### config.mk
export PLATFORM = sky130hd
export DESIGN_NAME = block_transfer_address_sequencer
export DESIGN_NICKNAME = d
export VERILOG_FILES = /design/src/sv/btas_pkg.sv /design/src/sv/btas_ctrl.sv /design/src/sv/btas_datapath.sv /design/src/sv/block_transfer_address_sequencer.sv
export SDC_FILE = /design/constraint.sdc
export NUM_CORES = 1
export LEC_CHECK = 0
export BUFFER_PORTS_ARGS = -buffer_cell sky130_fd_sc_hd__buf_2
export CAP_MARGIN = 10
export CORE_MARGIN = 8
export CORE_UTILIZATION = 55
export CTS_BUF_LIST = sky130_fd_sc_hd__clkbuf_8
export CTS_CLUSTER_SIZE = 12
export DETAILED_ROUTE_END_ITERATION = 10
export GPL_TIMING_DRIVEN = 1
export HOLD_SLACK_MARGIN = 0.12
export PLACE_DENSITY_LB_ADDON = 0.1
export REMOVE_ABC_BUFFERS = 1
export SYNTH_ARGS = -nofsm -noshare
export SYNTH_HDL_FRONTEND = slang
export SYNTH_HIERARCHICAL = 1
export SYNTH_SLANG_ARGS = --single-unit
### constraint.sdc
create_clock -name i_clk -period 8.02 [get_ports i_clk]
set_input_delay 1.604 -clock i_clk [delete_from_list [all_inputs] [get_ports i_clk]]
set_output_delay 1.604 -clock i_clk [all_outputs]
set_load 0.03 [all_outputs]
### src/sv/btas_pkg.sv
// Package for the block transfer address sequencer.
// Holds the request/result payload types, controller/datapath command and status types,
// the controller state type, and the list helper functions. No dependencies.
package btas_pkg;

    // Number of architectural registers that may appear in a list
    localparam int NUM_REGS   = 16;
    localparam int LIST_W     = 16;
    localparam int REG_IDX_W  = 4;
    localparam int CNT_W      = $clog2(LIST_W + 1);
    localparam int ADDR_W     = 32;

    localparam logic [REG_IDX_W-1:0] PC_REG     = REG_IDX_W'(15);
    localparam logic [ADDR_W-1:0]    WORD_BYTES = ADDR_W'(4);

    // List bits at or above NUM_REGS are ignored
    localparam logic [LIST_W-1:0] LIST_MASK = (NUM_REGS >= LIST_W) ? {LIST_W{1'b1}} :
        LIST_W'((64'd1 << NUM_REGS) - 64'd1);

    typedef struct packed {
        logic                 func;
        logic                 pre_index;
        logic                 ascending;
        logic                 status_restore_bit;
        logic                 write_back_bit;
        logic [REG_IDX_W-1:0] base_reg;
        logic [LIST_W-1:0]    xfer_list;
        logic [ADDR_W-1:0]    base_value;
    } t_request;

    typedef struct packed {
        logic                 transfer_valid;
        logic                 is_load;
        logic [ADDR_W-1:0]    address;
        logic [REG_IDX_W-1:0] reg_index;
        logic                 pc_plus_eight;
        logic                 write_base;
        logic [ADDR_W-1:0]    base_update;
        logic                 restore_status;
        logic                 advance_pc;
        logic                 last;
    } t_result;

    typedef enum logic [1:0] {
        S_IDLE,
        S_COUNT,
        S_SETUP,
        S_ISSUE
    } t_state;

    typedef struct packed {
        logic capture;
        logic count;
        logic setup;
        logic issue;
    } t_dp_cmd;

    typedef struct packed {
        logic final_issue;
    } t_dp_status;

    function automatic logic [CNT_W-1:0] f_popcount(input logic [LIST_W-1:0] list);
        logic [CNT_W-1:0] n;
        n = '0;
        for (int i = 0; i < LIST_W; i++) begin
            n = n + CNT_W'(list[i]);
        end
        return n;
    endfunction

    // Index of the single set bit of a one-hot word (zero when empty)
    function automatic logic [REG_IDX_W-1:0] f_onehot_index(input logic [LIST_W-1:0] onehot);
        logic [REG_IDX_W-1:0] idx;
        idx = '0;
        for (int i = 0; i < LIST_W; i++) begin
            if (onehot[i]) begin
                idx = idx | REG_IDX_W'(i);
            end
        end
        return idx;
    endfunction

endpackage

### src/sv/btas_ctrl.sv
// Controller state machine for the block transfer address sequencer.
// Sequences capture, count, setup and one issue step per transfer. Uses btas_pkg.
module btas_ctrl
    import btas_pkg::*;
(
    input  logic       i_clk,
    input  logic       i_rst_n,
    input  logic       start,
    input  t_dp_status i_status,
    output t_dp_cmd    o_cmd,
    output logic       o_busy
);

    t_state r_state;
    t_state n_state;

    always_ff @(posedge i_clk) begin
        if (!i_rst_n) begin
            r_state <= S_IDLE;
        end else begin
            r_state <= n_state;
        end
    end

    always_comb begin
        n_state = r_state;
        o_cmd   = '0;
        case (r_state)
            S_IDLE: begin
                if (start) begin
                    o_cmd.capture = 1'b1;
                    n_state       = S_COUNT;
                end
            end
            S_COUNT: begin
                o_cmd.count = 1'b1;
                n_state     = S_SETUP;
            end
            S_SETUP: begin
                o_cmd.setup = 1'b1;
                n_state     = S_ISSUE;
            end
            S_ISSUE: begin
                o_cmd.issue = 1'b1;
                if (i_status.final_issue) begin
                    n_state = S_IDLE;
                end
            end
            default: begin
                n_state = S_IDLE;
            end
        endcase
    end

    assign o_busy = (r_state != S_IDLE);

endmodule

### src/sv/btas_datapath.sv
// Datapath for the block transfer address sequencer.
// Holds the request, counts the list, forms addresses and registers each result. Uses btas_pkg.
module btas_datapath
    import btas_pkg::*;
(
    input  logic       i_clk,
    input  logic       i_rst_n,
    input  t_dp_cmd    i_cmd,
    input  t_request   i_request,
    output t_dp_status o_status,
    output t_result    o_result,
    output logic       o_result_valid
);

    logic                 r_func;
    logic                 r_pre;
    logic                 r_up;
    logic                 r_sbit;
    logic                 r_wbit;
    logic [REG_IDX_W-1:0] r_base_reg;
    logic [LIST_W-1:0]    r_list;
    logic [ADDR_W-1:0]    r_base;
    logic [CNT_W-1:0]     r_count;
    logic                 r_wb;
    logic                 r_rs;
    logic                 r_adv;
    logic [ADDR_W-1:0]    r_addr;
    logic [ADDR_W-1:0]    r_base_update;
    t_result              r_result;
    logic                 r_result_valid;

    logic [CNT_W-1:0]     n_count;
    logic [ADDR_W-1:0]    span;
    logic [ADDR_W-1:0]    down_off;
    logic [LIST_W-1:0]    low_bit;
    logic [LIST_W-1:0]    rem_after;
    logic [REG_IDX_W-1:0] cur_idx;
    logic                 cur_valid;
    t_result              n_result;

    assign n_count   = f_popcount(r_list);
    assign span      = ADDR_W'({r_count, 2'b00});
    assign down_off  = r_pre ? span : span - WORD_BYTES;

    assign low_bit   = r_list & (~r_list + LIST_W'(1));
    assign rem_after = r_list & ~low_bit;
    assign cur_idx   = f_onehot_index(low_bit);
    assign cur_valid = (r_list != '0);

    assign o_status.final_issue = (rem_after == '0);

    always_comb begin
        n_result                = '0;
        n_result.transfer_valid = cur_valid;
        n_result.is_load        = r_func;
        n_result.address        = cur_valid ? r_addr : '0;
        n_result.reg_index      = cur_idx;
        n_result.pc_plus_eight  = cur_valid && !r_func && (cur_idx == PC_REG);
        n_result.last           = o_status.final_issue;
        if (o_status.final_issue) begin
            n_result.write_base     = r_wb;
            n_result.base_update    = r_base_update;
            n_result.restore_status = r_rs;
            n_result.advance_pc     = r_adv;
        end
    end

    always_ff @(posedge i_clk) begin
        if (i_cmd.capture) begin
            r_func     <= i_request.func;
            r_pre      <= i_request.pre_index;
            r_up       <= i_request.ascending;
            r_sbit     <= i_request.status_restore_bit;
            r_wbit     <= i_request.write_back_bit;
            r_base_reg <= i_request.base_reg;
            r_list     <= i_request.xfer_list & LIST_MASK;
            r_base     <= i_request.base_value;
        end
        if (i_cmd.count) begin
            r_count <= n_count;
            r_wb    <= r_wbit && !(r_func && r_list[r_base_reg]) && (n_count != '0);
            r_rs    <= r_func && r_sbit && r_list[PC_REG];
            r_adv   <= !(r_func && r_list[PC_REG]);
        end
        if (i_cmd.setup) begin
            r_base_update <= r_up ? r_base + span : r_base - span;
            r_addr        <= r_up ? (r_pre ? r_base + WORD_BYTES : r_base) : r_base - down_off;
        end
        if (i_cmd.issue) begin
            r_list   <= rem_after;
            r_addr   <= r_addr + WORD_BYTES;
            r_result <= n_result;
        end
    end

    always_ff @(posedge i_clk) begin
        if (!i_rst_n) begin
            r_result_valid <= 1'b0;
        end else begin
            r_result_valid <= i_cmd.issue;
        end
    end

    assign o_result       = r_result;
    assign o_result_valid = r_result_valid;

endmodule

### src/sv/block_transfer_address_sequencer.sv
// Top level of the block transfer address sequencer (load/store multiple).
// Joins btas_ctrl and btas_datapath; types and helpers come from btas_pkg.
//
//   channel   direction  handshake                 payload
//   request   in         start && !busy            i_request (t_request)
//   result    out        o_result_valid strobe     o_result  (t_result)
//
// A request is taken at an edge with start high and busy low. The controller then
// spends a count step on the register list, a setup step forming the start address
// and written-back base, and one issue step per listed register (one for an empty
// list, at most 16), holding busy until the final issue step; a new request is not
// taken until busy drops. Each result sits on o_result for one cycle with o_result_valid
// high, in the cycle after its issue step; the receiver cannot stall, so no
// backpressure exists.
// Synchronous active-low reset returns the controller to idle and drops the strobe.
module block_transfer_address_sequencer
    import btas_pkg::*;
(
    input  logic     i_clk,
    input  logic     i_rst_n,
    input  logic     start,
    output logic     busy,
    input  t_request i_request,
    output t_result  o_result,
    output logic     o_result_valid
);

    t_dp_cmd    cmd;
    t_dp_status status;

    // Sequence the request: capture, count, setup, then one issue step per transfer
    btas_ctrl u_ctrl (
        .i_clk    (i_clk),
        .i_rst_n  (i_rst_n),
        .start    (start),
        .i_status (status),
        .o_cmd    (cmd),
        .o_busy   (busy)
    );

    // Hold the request, walk the list lowest register first, register each result
    btas_datapath u_datapath (
        .i_clk          (i_clk),
        .i_rst_n        (i_rst_n),
        .i_cmd          (cmd),
        .i_request      (i_request),
        .o_status       (status),
        .o_result       (o_result),
        .o_result_valid (o_result_valid)
    );

`ifndef SYNTHESIS
    // An accepted request keeps the block busy in the next cycle
    a_accept_busy: assert property (@(posedge i_clk) disable iff (!i_rst_n)
        start && !busy |=> busy)
        else $error("block not busy after accepting a request");

    // The final result of a request appears only once the controller is idle again
    a_last_idle: assert property (@(posedge i_clk) disable iff (!i_rst_n)
        o_result_valid && o_result.last |-> !busy)
        else $error("busy still high while final result is shown");

    // A non-final result means more transfers are pending
    a_more_busy: assert property (@(posedge i_clk) disable iff (!i_rst_n)
        o_result_valid && !o_result.last |-> busy)
        else $error("non-final result shown while idle");

    // A result with no transfer only comes from an empty list and is the only one
    a_empty_last: assert property (@(posedge i_clk) disable iff (!i_rst_n)
        o_result_valid && !o_result.transfer_valid |-> o_result.last)
        else $error("empty-list result not marked last");

    // Consecutive transfers of one request step up by one word
    a_addr_step: assert property (@(posedge i_clk) disable iff (!i_rst_n)
        o_result_valid && $past(o_result_valid) && !$past(o_result.last)
        |-> o_result.address == ADDR_W'($past(o_result.address) + WORD_BYTES))
        else $error("transfer address did not advance by one word");
`endif

endmodule
== Word level (Yosys, flattened, before mapping) ==
Index checks and enable logic that the tools add are counted.

* Register bits: 207
* Latch bits: 0
* Memory bits (writable): 0
* Bits in read-only memories: 0
* Bits of input ports: 60
* Word-level logic and storage cells: 111
* Memories kept: 0

* Add/sub/neg operators: 22
* $mul: 0
* Div/mod/pow operators: 0
* Order comparisons: 1
* Equal/unequal tests: 6
* Shift-type cells: 0
* Muxes and demuxes: 33
* Bitwise logic cells: 4
* Reduce and logical (&&, ||, !) cells: 19

{| class="wikitable"
|+ Operator list
! cell !! count
|-
| $mux W32 || 6
|-
| $add A5 B1 Y5 || 14
|-
| $add A32 B3 Y32 const B || 2
|-
| $add A32 B7 Y32 || 1
|-
| $and A16 B16 Y16 || 2
|-
| $mux W16 || 2
|-
| $mux W4 || 8
|-
| $not A16 Y16 || 2
|-
| $sub A32 B32 Y32 || 1
|-
| $sub A32 B7 Y32 || 1
|-
| $add A16 B1 Y16 const B || 1
|-
| $logic_not A16 Y1 || 1
|-
| $reduce_bool A16 Y1 || 1
|-
| $mux W3 || 4
|-
| $logic_and A1 B1 Y1 || 8
|-
| $mux W2 || 4
|-
| $pmux W2 S4 || 1
|-
| $sub A7 B3 Y8 const B || 1
|-
| $mux W1 || 7
|-
| $reduce_bool A2 Y1 || 3
|-
| $lt A4 B5 Y1 const B || 1
|-
| $reduce_bool A5 Y1 || 1
|-
| $bmux W1 S4 || 1
|-
| $eq A2 B2 Y1 const B || 2
|-
| other kinds (7) || 10
|}

== Depth between registers and ports, before layout ==
Gate-level depths: netlist (run 1).

* Depth after elaboration: 20
* Mapped depth: 16
* Mapped depth without buffers: 16

== By module ==
Netlist (run 1), hierarchy kept.

{| class="wikitable"
|+ Modules (own cells, without submodules)
! module !! times used !! cells an instance !! area each (um2)
|-
| btas_datapath || 1 || 1137 || 12542.0
|-
| btas_ctrl || 1 || 19 || 173.9
|}

== Worst setup path after synthesis (run 1) ==
No wires, ideal clock.

* Path kind: register to register
* Start: register u_datapath.r_list[3]
* End: register u_datapath.r_wb (data pin)
* Data arrival time: 3.821 ns
* Required time: 7.753 ns
* Slack: 3.932 ns
* Cell stages (with the launch flop): 14
* Path buffers: 1
* Cell sequence: edfxtp_1 -> clkbuf_1 -> inv_1 -> fa_1 -> fa_1 -> fa_1 -> fa_1 -> inv_1 -> ha_1 -> a21o_1 -> a21oi_1 -> xnor2_1 -> o41ai_1 -> a21oi_1

* Longest elaborated chain between the ends: 15

{| class="wikitable"
|+ Ends and longest elaborated chain
! what !! line !! source
|-
| start: declaration || btas_datapath.sv:21 || <nowiki>logic [LIST_W-1:0] r_list;</nowiki>
|-
| start signal: assignment || btas_datapath.sv:76 || <nowiki>r_list <= i_request.xfer_list & LIST_MASK;</nowiki>
|-
| start signal: assignment || btas_datapath.sv:90 || <nowiki>r_list <= rem_after;</nowiki>
|-
| $add A5 B1 Y5 (13 in series) || btas_pkg.sv:66 || <nowiki>n = n + CNT_W'(list[i]);</nowiki>
|-
| named net u_datapath.n_count[3] || btas_datapath.sv:32 || <nowiki>logic [CNT_W-1:0] n_count;</nowiki>
|-
| $reduce_bool A5 Y1 || btas_datapath.sv:81 || <nowiki>r_wb <= r_wbit && !(r_func && r_list[r_base_reg]) && (n_count != '0);</nowiki>
|-
| $logic_and A1 B1 Y1 || btas_datapath.sv:81 ||
|-
| end signal: assignment || btas_datapath.sv:81 ||
|-
| end: declaration || btas_datapath.sv:24 || <nowiki>logic r_wb;</nowiki>
|}

The timed path passes the listed nets, and every way through them passes these cells. The select of a mux whose other input is x is not followed.
A chain may end at the register's enable or synchronous reset.

== Worst setup path in the final report (run 1) ==
Same ends and word-level chain as after synthesis.

==> results of run 1 <==
[per-layer routing]
metal  vias to the layer above  global-route usage (%)
li1                       4542                       -
met1                      4362                    27.8
met2                       284                    34.6
met3                        61                    4.26
met4                         0                    6.91
met5                         -                       0
[layout make-up]
class                      count  area (um^2)  share of cell area [%]
timing repair buffer         142          726                    5.07
inverter                      52          195                    1.36
multi-input combinational    867         6220                    43.4
sequential                   207         6190                    43.2
tap                          285          357                    2.49
clock buffer                  39          537                    3.75
clock inverter                17         97.6                   0.682
[cell usage in the layout (no fill, tap or decap), drive strengths merged, types with 6 or more instances in the layout]
master and count:
nand4 13, o2bb2ai 7, nor3 19, ha 76
clkinv 7, o21ai 44, a21o 38, buf 142
o211ai 9, o21bai 7, o22ai 7, nand2 93
and2 79, xnor2 60, a211oi 16, xor2 51
edfxtp 204, nand2b 11, mux2 7, nor2 64
and3 25, nor2b 14, o221ai 6, nand3 35
a21oi 88, or3 6, mux2i 6, o21a 14
fa 12, clkbuf 39, or2 8, a31oi 8
inv 60
[cell families after synthesis]
group	Yosys count	synth area share (%)
adders and majority gates	88	9.37
xor gates and xnor gates	111	7.65
and+or+nand+nor	382	16.1
buffers and inverters	82	2.53
muxes	18	1.98
DFF	207	48.6
AOI/OAI and AO/OA	268	13.8
[worst register-to-register path, cell delays in order (launching register included)]
cell      delay, ns
edfxtp_1       0.59
inv_1          0.17
fa_1           0.56
fa_1           0.45
fa_1           0.43
fa_1           0.57
inv_1          0.06
ha_1           0.28
a21o_1         0.18
a21oi_1        0.17
xnor2_1        0.10
o41ai_1        0.51
a21oi_1        0.08
[how the worst max path moves through the flow]
stage                                           end  slack (ns)  cells past startpoint
floorplan           u_datapath/r_addr[30]$_DFFE_PP_        2.73                      6
global placement          u_datapath/r_wb$_DFFE_PP_        3.65                     12
detailed placement        u_datapath/r_wb$_DFFE_PP_        3.59                     12
CTS                       u_datapath/r_wb$_DFFE_PP_        3.57                     12
global route        u_datapath/r_addr[28]$_DFFE_PP_        3.32                     13
finish                    u_datapath/r_wb$_DFFE_PP_        3.62                     12
[stage by stage]
stage          hold slack, ns  instances  cell area, um^2  setup WS [ns]
5_1_grt                 0.463       1609            14300           3.32
3_5_place_dp            0.441       1553            13700           3.59
3_3_place_gp            0.435       1553            13700           3.65
6_report                0.456       1609            14300           3.62
2_1_floorplan           0.418       1126            12600           2.73
4_1_cts                 0.455       1609            14300           3.57
[power by group through the flow]
| stage | Sequential, mW | Clock (mW) | Combinational [mW] |
|---|---|---|---|
| after floorplan | 2.03 | 0 | 2.05 |
| after global placement | 1.99 | 0 | 2.73 |
| after detailed placement | 2.00 | 0 | 2.76 |
| after CTS | 1.98 | 0.902 | 2.80 |
| final | 1.99 | 0.863 | 2.78 |
| after global routing | 2.02 | 0.941 | 3.14 |
==> metrics.md, run 1 <==
| Metric | Value |
|---|---|
| Routed wire per std cell | 18.6 um |
| Num CTS Buffers | 35 |
| Crit Reg-Reg Startpoint | u_datapath/r_list[3]$_DFFE_PP_ |
| Worst skew pair latency | approximately 0.5 ns |
| Worst vdd ir | 0.316 mV |
| Routed vias/inst | 5.75 |
| Die H | around 170 um |
| Status | completed |
| Reg2Reg Depth | 12 |
| Skew final | 0.0189 ns |
| IO Port Bufs | 136 |
| Required time worst endpoint | roughly 8.3 ns |
| Setup crit start | u_datapath/r_list[3]$_DFFE_PP_ |
| Initial core utilization | 56.2% |
| Max reg flops | 75 |
| Clock Tree Root | clkbuf_8 |
| Sw Pwr | 2.28 mW |
| Fmax | between 0.2 and 0.25 GHz |
| Mean post-synth cell area | about 11 um^2 |
| Max Cap Viol | 0 |
| Tmin final | 4.40 ns |
| DRT antenna net count | 0 |
| Hold_buf cts | 0 |
| Synth top cells by count | 204 x edfxtp_1, 91 x nand2_1, 85 x a21oi_1 |
| # fillers | around 1900 |
| PD cells | between 300 and 400 nW/um^2 |
| Synth-to-layout area growth | 12.6% |
| Post-DP HPWL | between 20000 and 25000 um |
| H-Tree Depth | 2 |
| Layout cells sized above 1 | 17.8% |
| DRT Pass-1 Iters | 5 |
| Worst setup EP type | flip-flop |
| Vias in the first global route | 9209 |
| Part of the power in registers | 35.2% |
| WHS Endpoint | u_datapath/r_base_update[0]$_DFFE_PP_ |
| Fin. Hold Viols | 0 |
| Synth cell types | 76 |
| Sink Count | 207 |
| Io pins | 137 |
| Met2 routed WL | 14000 um |
| Critical path class | flip-flop to flip-flop |
| Postcts setup bufs | 0 |
| P_int | 3.35 mW |
| Total power | 5.63 mW |
| Top cell by count, worst path | fa_1 |
| Final setup viols | 0 |
| First-pass GRT wire length | 48300 um |
| Iter 0 DRT Violations | around 700 |
| Met1 Wirelength | 13200 um |
| Sequential share of the synthesized area | 48.6% |
| CP max-delay cell | edfxtp_1 |
| Cell Area, Synth | between 10000 and 15000 um^2 |
| Max-slew headroom | between 30% and 40% |
| Switching Fraction | 40.4% |
| Setup TNS | 0 ns |
| Worst hold path type | flip-flop to flip-flop |
| Max stage delay on crit path | roughly 0.6 ns |
| Die W | 168 um |
| DRC viols | 0 |
| CP cell instances | inv_1 -> fa_1 -> fa_1 -> fa_1 -> fa_1 -> inv_1 -> ha_1 -> a21o_1 -> a21oi_1 -> xnor2_1 -> o41ai_1 -> a21oi_1 |
| Antenna violations before repair | 1 |
| Hold path cells | 0 |
| Fin util | 63.2% |
| Crit path DAT | ~4.6 ns |
| Unrepaired setup endpoints after global routing | false |
| Synth warn | 6 |
| Metal3 WL | 1980 um |
| Die ar. | 28200 um^2 |
| Final Max Slew Viols | 0 |
| EDFF count, synth | 204 |
| Core Rows | 55 |
| Synthesis-stage register bit count | between 200 and 250 |
| Via count | 9249 |
| Gr usage total | a little over a fifth |
| Drt total wl | 29900 um |
| Top_reg_cell synth | edfxtp_1 |
| Syn Inst Count | 1156 |
| Congestion Overflow GR | 0 |
| Hold path startpoint | u_datapath/r_base[0]$_DFFE_PP_ |
| CTS clk-pin slew, worst paths | ~0.060 ns |
| Nets@finish | around 1500 |
| CP Launch Type | flip-flop |
| Largest net degree at the start of global routing | 80 |
| Fin crit share | between 50% and 60% |
| Crit Path Max Fanout | 8 |
| Synth async-reset ratio | 0% |
| CP top delay family | adder cells |
| LEAKAGE | 5.54 nW |
| Clk buf depth | 3 |
| Clock share of power | 15.3% |
| Synth area leader | edfxtp_1 |
| Worst-margin pin slew | ~1 ns |
| Area contributors post-synth | edfxtp_1 48%, ha_1 7.5%, xnor2_1 4.1%, and2_1 3.7%, xor2_1 3.5% |
| GPL Wtd Cong | 0.944 |
| Ant diodes | 0 |
| Share of Yosys cell area claimed by the top area cell type | 48.2% |
| Core Region | between 20000 and 25000 um^2 |
| Most instantiated library cell after synthesis | edfxtp_1 |
| Setup slack, reg-to-reg | 3.62 ns |
| Worst reg2reg endpoint | u_datapath/r_wb$_DFFE_PP_ |
| CTS resizes | 0 |
| Comb pwr share | between 40% and 50% |
| Top Layer Used | met4 |
| CTS tree | done |
| CP Buf/Inv Count | 2 |
Note: power is estimated with default switching activity, not from simulation.
==> run 2: changes to the inputs <==
==> constraint.sdc (replaced) <==
create_clock -name i_clk -period 3.94 [get_ports i_clk]
set_input_delay 0.788 -clock i_clk [delete_from_list [all_inputs] [get_ports i_clk]]
set_output_delay 0.788 -clock i_clk [all_outputs]
set_load 0.03 [all_outputs]
==> run 2 against run 1 <==
Net effect:
- the flow now finishes with violations (negative setup slack)
- combinational power increased by 120%
- register-to-register slack got worse by 3.6 ns
- clock-buffer cell count decreased by 4
- utilization increased by 1.1 points
- non-clock buffer count increased by 32
- global-route usage decreased by 0.38 points
- die area unchanged
- wire length increased by 0.19%
- sequential share of layout area decreased by 0.73 points
- first-iteration DRC count decreased by 7.5%
==> metrics.md, run 2 (synthesized netlist as in run 1, its figures left out) <==
| Metric | Value |
|---|---|
| Part of the power in registers | 33.7% (was 35.2%) |
| Clk buf depth | 3 (unchanged) |
| DRT antenna net count | 0 (unchanged) |
| Synth-to-layout area growth | 14.6% (was 12.6%) |
| Setup TNS | -0.0272 ns (was 0 ns) |
| Unrepaired setup endpoints after global routing | true (was false) |
| Postcts setup bufs | 0 (unchanged) |
| PD cells | 813 nW/um^2 (was 393 nW/um^2) |
| Fin. Hold Viols | 0 (unchanged) |
| Switching Fraction | 40.8% (was 40.4%) |
| Fmax | 0.252 GHz (was 0.227 GHz) |
| Antenna violations before repair | 1 (unchanged) |
| Gr usage total | 20.8% (was 21.1%) |
| CTS clk-pin slew, worst paths | 0.06 ns (about the same) |
| H-Tree Depth | 2 (unchanged) |
| Top cell by count, worst path | fa_1 (unchanged) |
| Crit path DAT | 4.22 ns (was 4.64 ns) |
| Max stage delay on crit path | 0.53 ns (was 0.59 ns) |
| Final Max Slew Viols | 0 (unchanged) |
| Die W | 168 um (unchanged) |
| Routed vias/inst | 5.67 (was 5.75) |
| Vias in the first global route | 9093 (was 9209) |
| Comb pwr share | 51.5% (was 49.4%) |
| IO Port Bufs | 136 (unchanged) |
| Clock Tree Root | clkbuf_8 (unchanged) |
| Crit Path Max Fanout | 3 (was 8) |
| Fin area | 14600 um^2 (was 14300 um^2) |
| CP Launch Type | flip-flop (unchanged) |
| Worst-margin pin slew | 0.858 ns (was 1.02 ns) |
| DRT Pass-1 Iters | 5 (unchanged) |
| CP cell instances | inv_1 -> fa_1 -> fa_1 -> fa_1 -> fa_1 -> inv_1 -> ha_1 -> inv_1 -> fa_1 -> nand2b_1 -> o41ai_2 -> a21oi_1 (was inv_1 -> fa_1 -> fa_1 -> fa_1 -> fa_1 -> inv_1 -> ha_1 -> a21o_1 -> a21oi_1 -> xnor2_1 -> o41ai_1 -> a21oi_1) |
| Nets@finish | 1485 (was 1453) |
| Status | finished, violations left (was completed) |
| Final setup viols | 1 (was 0) |
| Post-DP Area | 13900 um^2 (was 13700 um^2) |
| Commonest non-fill, non-tap cells in the layout | 204 x edfxtp_1, 136 x buf_2, 91 x nand2_1 (unchanged) |
| GPL Wtd Cong | 0.900 (was 0.944) |
| Iter 0 DRT Violations | 640 (was 692) |
| Ant diodes | 0 (unchanged) |
| Most common cell after layout, fill and taps aside | edfxtp_1 (unchanged) |
| Drt total wl | 30000 um (was 29900 um) |
| Core Region | 22600 um^2 (unchanged) |
| Place WS | -0.0967 ns (was 3.59 ns) |
| Tmin final | 3.97 ns (was 4.40 ns) |
| Sw Pwr | 4.84 mW (was 2.28 mW) |
| Post-DP HPWL | 22600 um (about the same) |
| Max Cap Viol | 0 (unchanged) |
| Die ar. | 28200 um^2 (unchanged) |
| CP max-delay cell | fa_1 (was edfxtp_1) |
| First-pass GRT wire length | 47000 um (was 48300 um) |
| Worst setup EP type | flip-flop (unchanged) |
| Sink Count | 207 (unchanged) |
| Clock share of power | 14.8% (was 15.3%) |
| Largest net degree at the start of global routing | 61 (was 80) |
| LEAKAGE | 5.69 nW (was 5.54 nW) |
| Io pins | 137 (unchanged) |
| Layout cells sized above 1 | 19.7% (was 17.8%) |
| Critical path class | flip-flop to flip-flop (unchanged) |
| Congestion Overflow GR | 0 (unchanged) |
| Fin crit share | 101% (was 54.8%) |
| Die H | 168 um (unchanged) |
| Worst hold margin | 0.443 ns (was 0.456 ns) |
| Routed wire per std cell | 18.2 um (was 18.6 um) |
| CTS tree | done (unchanged) |
| P_int | 7.01 mW (was 3.35 mW) |
| Num CTS Buffers | 35 (unchanged) |
| Worst vdd ir | 0.753 mV (was 0.316 mV) |
| Setup slack, reg-to-reg | -0.03 ns (was 3.62 ns) |
| DRC viols | 0 (unchanged) |
| Worst skew pair latency | 0.52 ns (was 0.51 ns) |
| Core Rows | 55 (unchanged) |
| PnR worst setup slack | -0.0272 ns (was 3.62 ns) |
| Initial core utilization | 56.2% (unchanged) |
| Max-slew headroom | 42.8% (was 31.9%) |
| Via count | 9324 (was 9249) |
| Worst hold path type | input port to flip-flop (was flip-flop to flip-flop) |
| Failing checks | negative setup slack |
| Required time worst endpoint | 4.19 ns (was 8.26 ns) |
| Skew final | 0.0182 ns (was 0.0189 ns) |
| Max reg flops | 75 (unchanged) |
[run 2: cell count changes in the layout (fill, tap and decap cells not counted)]
cell,before,now
o41ai_2,0,1
inv_2,1,3
bufinv_16,1,2
a21oi_1,85,84
clkbuf_8,39,35
o41ai_1,1,0
clkinv_1,4,9
clkinv_2,3,0
a2111oi_2,0,1
inv_1,59,60
a2111oi_0,1,0
a21oi_2,3,4
buf_4,6,38
[run 2: worst paths after layout]
kind / start / to / cells past startpoint
worst max-delay path: u_datapath/r_list[3]$_DFFE_PP_ / u_datapath/r_wb$_DFFE_PP_ / 12
worst min-delay path: i_request[56] / u_datapath/r_func$_DFFE_PP_ / 1
worst max register to register: u_datapath/r_list[3]$_DFFE_PP_ / u_datapath/r_wb$_DFFE_PP_ / 12
worst min register to register: u_datapath/r_base[1]$_DFFE_PP_ / u_datapath/r_base_update[1]$_DFFE_PP_ / 0
[run 2: layer usage]
layer / up-vias / GRT usage [%] / part of all wire, %
met4: 2 / 7.22 / 2.6
li1: 4606 / - / -
met2: 258 / 34.7 / 48
met3: 54 / 4.49 / 6.7
met5: - / 0 / 0.043
met1: 4404 / 26.3 / 43
[run 2: power by group through the flow]
stage          clock (mW)  combinational (mW)  sequential [mW]
6_report             1.75                6.10             3.99
5_1_grt              1.91                6.80             4.06
4_1_cts              1.81                6.07             3.98
3_5_place_dp            0                5.93             4.02
3_3_place_gp            0                5.78             4.01
2_1_floorplan           0                4.18             4.14
[run 2: critical path, delay by kind of cell, from the launching register on]
family                   cells  cell delay (ns)
AO/OA/AOI/OAI                2             0.42
adder cells (fa/ha/maj)      6             2.56
buffers and inverters        3             0.25
AND/OR/NAND/NOR              1             0.09
flip-flops                   1             0.38
[run 2: through the flow]
| step | cells | utilization (%) | total power [mW] |
|---|---|---|---|
| 2_1_floorplan | 1126 | - | 8.31 |
| 3_3_place_gp | 1585 | 61.5 | 9.79 |
| 3_5_place_dp | 1585 | 61.5 | 9.96 |
| 4_1_cts | 1643 | 64.3 | 11.9 |
| 5_1_grt | 1643 | 64.3 | 12.8 |
| 6_report | 1643 | 64.3 | 11.8 |
[run 2: area by class of cell]
type | count | area (um^2)
fillers | 1830 | 8070
multi-input cells | 867 | 6240
flip-flops and latches | 207 | 6190
repair buffers | 174 | 966
clock buffers | 35 | 482
well taps | 285 | 357
inverters | 52 | 195
clock inverters | 23 | 143
[run 2: repair_timing]
action / CTS / global route
endpoints found under the setup margin: 1 / 2
hold buffers: 0 / 0
resized for setup: 2 / 4
pin swaps: 3 / 0
endpoints found under the hold margin: 0 / 0
